**src/rtl/sha1_pkg.sv**
```systemverilog
// ----------------------------------------------------------------------------
// SHA-1 hasher package
// Request codes, status codes, initial hash values and round constants.
// ----------------------------------------------------------------------------
package sha1_pkg;

  localparam logic [1:0] REQ_START  = 2'd0;
  localparam logic [1:0] REQ_BYTE   = 2'd1;
  localparam logic [1:0] REQ_FINISH = 2'd2;
  localparam logic [1:0] REQ_UNUSED = 2'd3;

  localparam logic [1:0] ST_OK           = 2'd0;
  localparam logic [1:0] ST_TOO_LONG     = 2'd1;
  localparam logic [1:0] ST_AFTER_FINISH = 2'd2;

  localparam logic [7:0] PAD_BYTE = 8'h80;

  // One queued item between the front and back parts.
  typedef struct packed {
    logic [1:0] req;
    logic [7:0] data;
  } item_t;

  function automatic logic [31:0] init_hash(input logic [2:0] idx);
    logic [31:0] v;
    begin
      unique case (idx)
        3'd0: v = 32'h67452301;
        3'd1: v = 32'hEFCDAB89;
        3'd2: v = 32'h98BADCFE;
        3'd3: v = 32'h10325476;
        default: v = 32'hC3D2E1F0;
      endcase
      return v;
    end
  endfunction

  function automatic logic [31:0] round_k(input logic [6:0] rnd);
    logic [31:0] v;
    begin
      if (rnd < 7'd20) v = 32'h5A827999;
      else if (rnd < 7'd40) v = 32'h6ED9EBA1;
      else if (rnd < 7'd60) v = 32'h8F1BBCDC;
      else v = 32'hCA62C1D6;
      return v;
    end
  endfunction

  function automatic logic [31:0] round_f(input logic [6:0] rnd,
                                          input logic [31:0] b,
                                          input logic [31:0] c,
                                          input logic [31:0] d);
    logic [31:0] v;
    begin
      if (rnd < 7'd20) v = (b & c) | (~b & d);
      else if (rnd >= 7'd40 && rnd < 7'd60) v = (b & c) | (b & d) | (c & d);
      else v = b ^ c ^ d;
      return v;
    end
  endfunction

endpackage

```
**src/rtl/sha1_stream_hasher.sv**
```systemverilog
// ----------------------------------------------------------------------------
// SHA-1 stream hasher
// Top level: request queue in front of the compression core.
// ----------------------------------------------------------------------------
// A byte item is registered in the two-entry queue before the core takes it,
// so bytes within a block pass at one per cycle; every 64th byte starts a
// compression (block reads from the byte RAM, 80 rounds and a final add),
// during which further items wait in the queue and the input stalls once two
// are held. A finish writes one pad byte per cycle up to the block end and
// compresses, once or twice, then gives five digest items (a repeated finish
// gives them again), or a single status item when an error is pending.
module sha1_stream_hasher (
  input  logic        clk,
  input  logic        rst,
  input  logic        in_valid,
  output logic        in_stall,
  input  logic [1:0]  req_type,
  input  logic [7:0]  message_byte,
  output logic        out_valid,
  input  logic        out_stall,
  output logic [31:0] digest_word,
  output logic [2:0]  word_index,
  output logic [1:0]  status,
  output logic        last_word
);
  import sha1_pkg::*;

  logic  q_valid;
  logic  q_take;
  item_t q_item;

  sha1_front u_front (
    .clk, .rst, .in_valid, .in_stall, .req_type, .message_byte,
    .q_valid, .q_item, .q_take
  );

  sha1_core u_core (
    .clk, .rst, .q_valid, .q_item, .q_take, .out_valid, .out_stall,
    .digest_word, .word_index, .status, .last_word
  );
endmodule

```
**src/rtl/sha1_front.sv**
```systemverilog
// ----------------------------------------------------------------------------
// SHA-1 front end
// Accepts request items and places them in a two-entry queue for the core.
// ----------------------------------------------------------------------------
module sha1_front (
  input  logic           clk,
  input  logic           rst,
  input  logic           in_valid,
  output logic           in_stall,
  input  logic [1:0]     req_type,
  input  logic [7:0]     message_byte,
  output logic           q_valid,
  output sha1_pkg::item_t q_item,
  input  logic           q_take
);
  import sha1_pkg::*;

  item_t      slot [2];
  logic [1:0] count;
  logic       rd_ptr;
  logic       wr_ptr;
  logic       push;
  logic       pop;

  // Unused request codes are dropped here and never reach the core.
  assign in_stall = (count == 2'd2);
  assign push     = in_valid && !in_stall && (req_type != REQ_UNUSED);
  assign q_valid  = (count != 2'd0);
  assign q_item   = slot[rd_ptr];
  assign pop      = q_valid && q_take;

  always_ff @(posedge clk) begin
    if (rst) begin
      count  <= 2'd0;
      rd_ptr <= 1'b0;
      wr_ptr <= 1'b0;
    end else begin
      if (push) begin
        wr_ptr <= ~wr_ptr;
      end
      if (pop) begin
        rd_ptr <= ~rd_ptr;
      end
      count <= count + {1'b0, push} - {1'b0, pop};
    end
  end

  always_ff @(posedge clk) begin
    if (push) begin
      slot[wr_ptr] <= '{req: req_type, data: message_byte};
    end
  end
endmodule

```
**src/rtl/sha1_ram.sv**
```systemverilog
// ----------------------------------------------------------------------------
// Generic RAM
// Single write port and one read port with registered read data.
// ----------------------------------------------------------------------------
module sha1_ram #(
  parameter int Width = 8,
  parameter int Depth = 64
) (
  input  logic                     clk,
  input  logic                     we,
  input  logic [$clog2(Depth)-1:0] waddr,
  input  logic [Width-1:0]         wdata,
  input  logic [$clog2(Depth)-1:0] raddr,
  output logic [Width-1:0]         rdata
);
  logic [Width-1:0] mem [Depth];

  always_ff @(posedge clk) begin
    if (we) begin
      mem[waddr] <= wdata;
    end
    rdata <= mem[raddr];
  end
endmodule

```
**src/rtl/sha1_core.sv**
```systemverilog
// ----------------------------------------------------------------------------
// SHA-1 core
// Executes queued items: block fill, padding, 80-round compression, output.
// ----------------------------------------------------------------------------
module sha1_core (
  input  logic            clk,
  input  logic            rst,
  input  logic            q_valid,
  input  sha1_pkg::item_t q_item,
  output logic            q_take,
  output logic            out_valid,
  input  logic            out_stall,
  output logic [31:0]     digest_word,
  output logic [2:0]      word_index,
  output logic [1:0]      status,
  output logic            last_word
);
  import sha1_pkg::*;

  localparam logic [2:0] S_IDLE = 3'd0;
  localparam logic [2:0] S_LOAD = 3'd1;
  localparam logic [2:0] S_RND  = 3'd2;
  localparam logic [2:0] S_ADD  = 3'd3;
  localparam logic [2:0] S_PAD  = 3'd4;
  localparam logic [2:0] S_OUT  = 3'd5;

  logic [2:0]  state;
  logic [31:0] h [5];
  logic [6:0]  fill;
  logic [63:0] bit_len;
  logic        ready;
  logic [1:0]  err;
  logic        finishing;
  logic        last_block;
  logic        pad_mark;
  logic [31:0] a, b, c, d, e;
  logic [31:0] w [16];
  logic [6:0]  cnt;
  logic [2:0]  oidx;

  logic        we;
  logic [5:0]  waddr;
  logic [7:0]  wdata;
  logic [7:0]  rdata;
  logic [5:0]  ld_idx;
  logic [63:0] len_next;
  logic [31:0] w_mix;
  logic [31:0] w_new;
  logic [31:0] w_cur;
  logic [31:0] t;

  sha1_ram #(.Width(8), .Depth(64)) u_blk (
    .clk(clk), .we(we), .waddr(waddr), .wdata(wdata),
    .raddr(cnt[5:0]), .rdata(rdata)
  );

  assign len_next = bit_len + 64'd8;
  assign q_take   = (state == S_IDLE) && q_valid;
  assign ld_idx   = cnt[5:0] - 6'd1;

  // Byte writes come from the item in idle, otherwise from the padding pass.
  always_comb begin
    we    = 1'b0;
    waddr = fill[5:0];
    wdata = q_item.data;
    if (state == S_IDLE) begin
      we = q_valid && (q_item.req == REQ_BYTE) && !ready && (err == ST_OK);
    end else if (state == S_PAD) begin
      we = 1'b1;
      if (pad_mark) begin
        wdata = PAD_BYTE;
      end else if (last_block && fill[5:0] >= 6'd56) begin
        wdata = bit_len[6'd63 - {fill[2:0], 3'b000} -: 8];
      end else begin
        wdata = 8'd0;
      end
    end
  end

  // Message schedule and round datapath; w[0] always holds the current word.
  assign w_mix = w[13] ^ w[8] ^ w[2] ^ w[0];
  assign w_new = {w_mix[30:0], w_mix[31]};
  assign w_cur = w[0];
  assign t = {a[26:0], a[31:27]} + round_f(cnt, b, c, d) + e + w_cur + round_k(cnt);

  always_ff @(posedge clk) begin
    if (rst) begin
      state     <= S_IDLE;
      fill      <= 7'd0;
      bit_len   <= 64'd0;
      ready     <= 1'b0;
      err       <= ST_OK;
      out_valid <= 1'b0;
      cnt       <= 7'd0;
      oidx      <= 3'd0;
      for (int i = 0; i < 5; i++) begin
        h[i] <= init_hash(3'(i));
      end
    end else begin
      unique case (state)
        S_IDLE: begin
          if (q_valid) begin
            unique case (q_item.req)
              REQ_START: begin
                for (int i = 0; i < 5; i++) begin
                  h[i] <= init_hash(3'(i));
                end
                fill    <= 7'd0;
                bit_len <= 64'd0;
                ready   <= 1'b0;
                err     <= ST_OK;
              end
              REQ_BYTE: begin
                if (ready) begin
                  err <= ST_AFTER_FINISH;
                end else if (err == ST_OK) begin
                  bit_len <= len_next;
                  if (len_next == 64'd0) err <= ST_TOO_LONG;
                  if (fill[5:0] == 6'd63) begin
                    fill       <= 7'd0;
                    finishing  <= 1'b0;
                    cnt        <= 7'd0;
                    state      <= S_LOAD;
                  end else begin
                    fill <= fill + 7'd1;
                  end
                end
              end
              REQ_FINISH: begin
                oidx <= 3'd0;
                if (err != ST_OK) begin
                  out_valid   <= 1'b1;
                  digest_word <= 32'd0;
                  word_index  <= 3'd0;
                  status      <= err;
                  last_word   <= 1'b1;
                  state       <= S_OUT;
                end else if (ready) begin
                  state <= S_OUT;
                end else begin
                  // The length fits after the marker only below byte 56.
                  finishing  <= 1'b1;
                  last_block <= (fill[5:0] < 6'd56);
                  pad_mark   <= 1'b1;
                  state      <= S_PAD;
                end
              end
              default: ;
            endcase
          end
        end
        // Write one pad byte per cycle from the fill point to the block end.
        S_PAD: begin
          pad_mark <= 1'b0;
          if (fill[5:0] == 6'd63) begin
            fill  <= 7'd0;
            cnt   <= 7'd0;
            state <= S_LOAD;
          end else begin
            fill <= fill + 7'd1;
          end
        end
        // Read the block bytes in order; each read's data lands in the next cycle.
        S_LOAD: begin
          if (cnt == 7'd0) begin
            a <= h[0]; b <= h[1]; c <= h[2]; d <= h[3]; e <= h[4];
          end else begin
            w[ld_idx[5:2]] <= {w[ld_idx[5:2]][23:0], rdata};
          end
          if (cnt == 7'd64) begin
            cnt   <= 7'd0;
            state <= S_RND;
          end else begin
            cnt <= cnt + 7'd1;
          end
        end
        // One round per cycle; the schedule window shifts down each round.
        S_RND: begin
          e <= d; d <= c; c <= {b[1:0], b[31:2]}; b <= a; a <= t;
          for (int i = 0; i < 15; i++) begin
            w[i] <= w[i+1];
          end
          w[15] <= w_new;
          if (cnt == 7'd79) state <= S_ADD;
          cnt <= cnt + 7'd1;
        end
        S_ADD: begin
          h[0] <= h[0] + a; h[1] <= h[1] + b; h[2] <= h[2] + c;
          h[3] <= h[3] + d; h[4] <= h[4] + e;
          cnt <= 7'd0;
          if (!finishing) begin
            state <= S_IDLE;
          end else if (last_block) begin
            bit_len <= 64'd0;
            ready   <= 1'b1;
            oidx    <= 3'd0;
            state   <= S_OUT;
          end else begin
            last_block <= 1'b1;
            state      <= S_PAD;
          end
        end
        S_OUT: begin
          if (!out_valid || !out_stall) begin
            if (out_valid && last_word) begin
              out_valid <= 1'b0;
              state     <= S_IDLE;
            end else begin
              out_valid   <= 1'b1;
              digest_word <= h[oidx];
              word_index  <= oidx;
              status      <= ST_OK;
              last_word   <= (oidx == 3'd4);
              oidx        <= oidx + 3'd1;
            end
          end
        end
        default: state <= S_IDLE;
      endcase
    end
  end
endmodule

```
**config.mk**
```make
export PLATFORM = sky130hd
export DESIGN_NAME = sha1_stream_hasher
export DESIGN_NICKNAME = d
export VERILOG_FILES = /design/src/rtl/sha1_pkg.sv /design/src/rtl/sha1_stream_hasher.sv /design/src/rtl/sha1_front.sv /design/src/rtl/sha1_ram.sv /design/src/rtl/sha1_core.sv
export SDC_FILE = /design/constraint.sdc
export NUM_CORES = 2
export LEC_CHECK = 0
export ABC_AREA = 1
export BUFFER_PORTS_ARGS = -buffer_cell sky130_fd_sc_hd__buf_2
export CAP_MARGIN = 20
export CORE_UTILIZATION = 66
export CTS_BUF_LIST = sky130_fd_sc_hd__clkbuf_8
export DETAILED_ROUTE_END_ITERATION = 10
export PLACE_DENSITY = 0.83
export SYNTH_ARGS = -nofsm -noshare
export SYNTH_HDL_FRONTEND = slang
export SYNTH_SLANG_ARGS = --single-unit
```
**constraint.sdc**
```tcl
create_clock -name clk -period 10.11 [get_ports clk]
set_input_delay 1.5165 -clock clk [delete_from_list [all_inputs] [get_ports clk]]
set_output_delay 1.5165 -clock clk [all_outputs]
set_load 0.01 [all_outputs]
```
# Word level (Yosys, flattened, before mapping)

Memories as Yosys holds them, arrays and structs flattened. A register that Yosys moved wholly into a read port is not among the register bits.
Index checks and enable logic that the tools add are counted.

Logic and storage cells: 337
Output and inout bits: 40
Bits in writable memories: 1204
Memories: 4
Bits in registers: 293
Input port bits: 14

Reduce and logical (&&, ||, !) cells: 44
Multiplexer cells: 176
Add/subtract/negate cells: 17
Bitwise gates (word level): 26
Shifts and indexed selects: 1
Eq/ne operators: 40
Order comparisons: 6

Memories:

| memory           | words | width | rd ports | clocked after memory_dff | write ports | RTL line         | source |
|---|---|---|---|---|---|---|---|
| u_core.u_blk.mem | 64    | 8     | 1        | 1                        | 1           | sha1_ram.sv:16   | `logic [Width-1:0] mem [Depth];` |
| u_core.w         | 16    | 32    | 17       | 0                        | 16          | sha1_core.sv:37  | `logic [31:0] w [16];` |
| u_core.h         | 5     | 32    | 6        | 1                        | 5           | sha1_core.sv:28  | `logic [31:0] h [5];` |
| u_front.slot     | 2     | 10    | 1        | 1                        | 1           | sha1_front.sv:18 | `item_t slot [2];` |

Operators with widths:

| kind                                          | count |
|---|---|
| 2-to-1 mux 32 bit                             | 50 |
| case mux 32 bit (2 select lines)              | 6 |
| 2-to-1 mux 64 bit                             | 5 |
| adder 32 bit                                  | 9 |
| case mux 64 bit (2 select lines)              | 2 |
| bitwise XOR 32 bit                            | 5 |
| bitwise AND 32 bit                            | 4 |
| bitwise OR 32 bit                             | 3 |
| variable part select 71 x 7 -> 8 bit          | 1 |
| 2-to-1 mux 7 bit                              | 10 |
| 2-to-1 mux 3 bit                              | 23 |
| adder 64 x 4 -> 64 bit, second input constant | 1 |
| logical NOT 64 bit                            | 1 |
| 2-to-1 mux 1 bit                              | 51 |
| case mux 7 bit (5 select lines)               | 1 |
| 2-to-1 mux 8 bit                              | 4 |
| NOT 32 bit                                    | 1 |
| OR reduction 32 bit                           | 1 |
| 2-to-1 mux 31 bit                             | 1 |
| != test 2 bit, second input constant          | 14 |
| case mux 7 bit (2 select lines)               | 2 |
| AND reduction 7 bit                           | 4 |
| AND reduction 5 bit                           | 5 |
| case mux 3 bit (6 select lines)               | 1 |
| other kinds (42)                              | 105 |

# Longest topological paths before layout

Depth in word-level cells: 10
Mapped depth: 29
Depth with buffers taken out: 27

# Cells and area by module

From an unflattened synthesis, not the netlist that was laid out.

Cell total of the unflattened synthesis: 8765
Area total of the unflattened synthesis: 81383.1 µm²

Modules (own cells, without submodules):

| module     | area each (µm²) | cells each | sequential area each (µm²) | times used |
|---|---|---|---|---|
| sha1_core  | 59065.4         | 6872       | 27956.8                    | 1 |
| sha1_ram   | 21291.7         | 1822       | 15534.9                    | 1 |
| sha1_front | 1026.0          | 71         | 700.7                      | 1 |

# Worst setup path after synthesis

Ideal clock, no wire load.

Kind: input-to-reg
From: input rst
To: register u_core.a[0], enable pin
Slack: 0.641 ns
Data required time: 9.428 ns
Stages on the path: 5
Path buffers: 2
Arrival time: 8.787 ns
Library setup time: 0.682 ns
Path through: clkbuf_1 > inv_1 > clkbuf_1 > nand2_1 > nor2_1

Word-level cells in the longest chain between the ends: 2

RTL lines:

| item                          | RTL line                 | source |
|---|---|---|
| from (decl)                   | sha1_stream_hasher.sv:14 | `input logic rst,` |
| NOT 1 bit (no line)           | n/a                      |  |
| AND reduction 3 bit (no line) | n/a                      |  |
| to (signal assigned)          | sha1_core.sv:166         | `a <= h[0]; b <= h[1]; c <= h[2]; d <= h[3]; e <= h[4];` |
| to (decl)                     | sha1_core.sv:36          | `logic [31:0] a, b, c, d, e;` |

Every way passes these cells.
A chain may end at the register's enable or synchronous reset.

# Worst setup path after layout

From: register u_core.cnt[3]
To: register u_core.a[25] (data pin)

Word-level cells in the longest chain between the ends: 9
Elaborated cells between the ends (all ways): 15
Those cells by class: add/sub: 4; order compare: 4; mux: 6; reduce/logical: 1

RTL lines:

| item                                                                                              | RTL line                       | source |
|---|---|---|
| from (decl)                                                                                       | sha1_core.sv:38                | `logic [6:0] cnt;` |
| from (signal assigned)                                                                            | sha1_core.sv:174               | `cnt <= cnt + 7'd1;` |
| from (signal assigned)                                                                            | sha1_core.sv:185               | `cnt <= cnt + 7'd1;` |
| greater-or-equal comparator 7 x 6 -> 1 bit or less-than comparator 7 x 6 -> 1 bit (tied branches) | sha1_pkg.sv:56, sha1_pkg.sv:43 |  |
| logical AND 1 bit                                                                                 | sha1_pkg.sv:56                 | `else if (rnd >= 7'd40 && rnd < 7'd60) v = (b & c) \| (b & d) \| (c & d);` |
| 2-to-1 mux 32 bit                                                                                 | sha1_pkg.sv:56                 |  |
| 2-to-1 mux 32 bit                                                                                 | sha1_pkg.sv:55                 | `if (rnd < 7'd20) v = (b & c) \| (~b & d);` |
| adder 32 bit (3 in series)                                                                        | sha1_core.sv:84                | `assign t = {a[26:0], a[31:27]} + round_f(cnt, b, c, d) + e + w_cur + round_k(cnt);` |
| adder 32 bit (*)                                                                                  | sha1_core.sv:84                |  |
| case mux 32 bit (2 select lines) (*)                                                              | sha1_core.sv:100               | `unique case (state)` |

Mark *: on every way between the ends. The rest lies on a longest branch, timed or not.

==> results.tsv <==
metric	value	unit
clk_lat worst skew	1.02	ns
layout cells sized above 1	0.07102	
residual DRC count	0	
Finish-stage setup viols	0	
sw frac	0.3891	
period utilisation layout	0.7173	
initial antenna violation count	2	
I/O Buffers	53	
total power	0.02074	W
clk sinks	1505	
unrepaired setup endpoints after global routing	false	
Syn Area/Cell	9.760	um^2
Post-synth top cells	nand2_1, edfxtp_1, o21ai_0	
final worst slack	2.858	ns
Final Non-Filler Cells	9909	
initial core utilization	0.6677	
row count	126	
Hold WC Path Type	register to register	
ys async rst share	0	
Logic pwr share	0.349	
H-Tree Depth	4	
number of global-route vias before repair	59730	
status	finished, final reports clean	
Setup CP Type	register to register	
Vias	63490	
CTS tree	yes	
total track usage	0.3844	
Placed Instances	9481	
Critical Path Sink Type	register	
Ports	54	
Seq/Total Area, Yosys	0.5583	
pwr dens	243.0	nW/um^2
Root Buffer	clkbuf_8	
global route overflow	0	
Setup WS pre-CTS	3.053	ns
largest net degree at the start of global routing	236	
Setup Fix Bufs, Post-CTS	0	
Ys Warns	0	
die area	121300	um^2
Nets	8488	
chip height	348.3	um
wire per inst	23.73	um
PostCTS Resize Cnt	0	
Yosys top cell area share	0.5330	
final WL	235.1	mm
Synthesized Nets	8481	
CP Data Required Time	10.80	ns
maximum VDD drop	0.1806	mV
leading area contributor after synthesis	edfxtp_1	
critical path peak fanout	34	
Syn Inst Count	8110	
Highest Clock Rate	137.9	MHz
Yosys cell types	63	
area delta synth->final	7.839	%
WP data arrival	7.94	ns
top cells by area, synth	edfxtp_1, nand2_1, o21ai_0, a21oi_1, ha_1	
Post-CTS Hold Buffers	0	
Tmin final	7.252	ns
setup_tns	0	ns
Max-slew headroom	0.2449	
CTS Buffer Depth	3	
ys flop type	edfxtp_1	
cell with the most instances after synthesis	nand2_1	
DRT iter0 DRCs	9512	
CTS buffer count	232	
synthesized cell area	79150	um^2
clock power share	0.239	
Least-Margin Pin Slew	1.133	ns
Leak	32.28	nW
placer congestion estimate	1.060	
Worst Clk Skew	0.07329	ns
die width	348.3	um
Detail Route Antenna Nets	0	
Final HPWL DP	156.8	mm
post-synthesis register bit count	1505	
Core Box Area	118600	um^2
crit path launch type	register	
Int Power	0.01267	W
Seq pwr share	0.412	
Worst-path clk slew	0.07	ns
sw power	0.008071	W
fin. max-slew vios	0	
max_cap viols	0	
Post-synth EDFFs	1405	
final core utilization	0.7200	
first-pass GRT wire length	353.9	mm
vias per cell	6.408	
DRT Pass-1 Iters	7	
Hold Fails Final Rpt	0	
-- cells by family (layout without fill, tap and decap cells) --
kind of cell / Yosys count / after routing / share of synthesized area
adder cells (fa/ha/maj): 357 / 357 / 0.06819
multiplexers: 8 / 8 / 0.001027
XOR/XNOR: 153 / 153 / 0.01693
buffers and inverters: 1083 / 1281 / 0.05362
flip-flops: 1505 / 1505 / 0.5583
other: 0 / 1 / 0
AO/OA/AOI/OAI: 2051 / 2051 / 0.1521
AND/OR/NAND/NOR: 2953 / 2953 / 0.1498
-- area by class of cell --
| type | instances | area [um^2] |
|---|---|---|
| sequential | 1505 | 44200 |
| clock inverter | 190 | 1184 |
| clock buffer | 235 | 3234 |
| timing repair buffer | 135 | 922.1 |
| multi-input combinational | 5522 | 31090 |
| tap | 1600 | 2002 |
| fill | 8596 | 33200 |
| antenna | 1 | 2.502 |
| inverter | 721 | 2720 |
-- cells in the final DEF, fill, tap and decap left out, types with 23 or more instances in the layout --
master and n:
o22ai_1 150, a31oi_1 23, buf_2 53, clkbuf_8 235, nand3_1 169, clkinv_2 32, o221ai_1 55, nand2_1 1842
o21a_1 35, nor3_1 55, edfxtp_1 1405, xor2_1 108, o21ai_0 820, buf_4 77, nand4_1 68, a21oi_1 590
nor2_1 692, inv_1 775, clkinv_1 60, or2_2 47, ha_1 233, a22oi_1 178, xnor2_1 45, a221oi_1 30
dfxtp_1 95, fa_1 124, a21o_1 29, nand2_2 24
-- per-stage QoR --
| step | hold WS [ns] | instance area, um^2 |
|---|---|---|
| after detailed placement | 0.4407 | 80920 |
| after CTS | 0.4482 | 85340 |
| after global placement | 0.4330 | 80920 |
| after global routing | 0.4666 | 85360 |
| final | 0.4474 | 85360 |
| after floorplan | 0.4225 | 79150 |
-- power groups by stage --
stage	Sequential, W	Clock (W)	Combinational (W)
floorplan	0.00859	0	0.00491
global placement	0.00864	0	0.00680
detailed placement	0.00865	0	0.00701
CTS	0.00853	0.00497	0.00705
global route	0.00857	0.00521	0.00794
finish	0.00854	0.00496	0.00723
-- registers in the layout, summed over array words and instances, names as in the netlist, 6 cells and up, named ones only --
| register | count |
|---|---|
| u_core.e | 32 |
| u_core.a | 32 |
| u_core.bit_len | 61 |
| u_core.c | 32 |
| u_core.u_blk.mem | 512 |
| u_core.h | 160 |
| u_core.fill | 6 |
| u_core.w | 512 |
| u_core.cnt | 7 |
| u_front.slot | 20 |
| u_core.b | 32 |
| u_core.digest_word | 32 |
| u_core.u_blk.rdata | 8 |
| u_core.d | 32 |
-- critical path: stages (launching register included) --
cell      delay, ns
dfxtp_1        0.52
nand2_1        0.14
inv_2          0.56
nand2_1        0.14
nand2_1        0.47
nor2_2         0.07
buf_4          0.27
inv_2          0.20
a21oi_1        0.09
a22oi_1        0.23
fa_1           0.45
inv_1          0.07
fa_1           0.42
fa_1           0.43
inv_1          0.07
ha_1           0.16
inv_1          0.06
fa_1           0.44
nand3b_1       0.18
nand2_1        0.13
a21oi_1        0.17
o21ai_0        0.38
a21boi_0       0.32
o21ai_0        0.35
nand2_1        0.12
o21ai_0        0.23
xnor2_1        0.14
o21ai_0        0.08
-- layer usage --
layer / up-vias / GRT usage / part of all wire
li1: 28350 / - / -
met1: 30000 / 0.5246 / 0.37
met2: 4419 / 0.5909 / 0.45
met3: 730 / 0.07328 / 0.12
met4: 2 / 0.1978 / 0.056
met5: - / 0 / 0.000030
-- worst paths after layout --
path                            depth (start not counted)  slack (ns)                           to                         from
worst max register to register                         27        2.86       u_core.a[25]$_DFFE_PP_   u_core.cnt[3]$_SDFFE_PP0P_
worst min register to register                          1        0.45  u_front.count[1]$_SDFF_PP0_  u_front.count[1]$_SDFF_PP0_
worst max-delay path                                   27        2.86       u_core.a[25]$_DFFE_PP_   u_core.cnt[3]$_SDFFE_PP0P_
worst min-delay path                                    1        0.45  u_front.count[1]$_SDFF_PP0_  u_front.count[1]$_SDFF_PP0_
No activity file was read; power rests on OpenSTA's default activity.
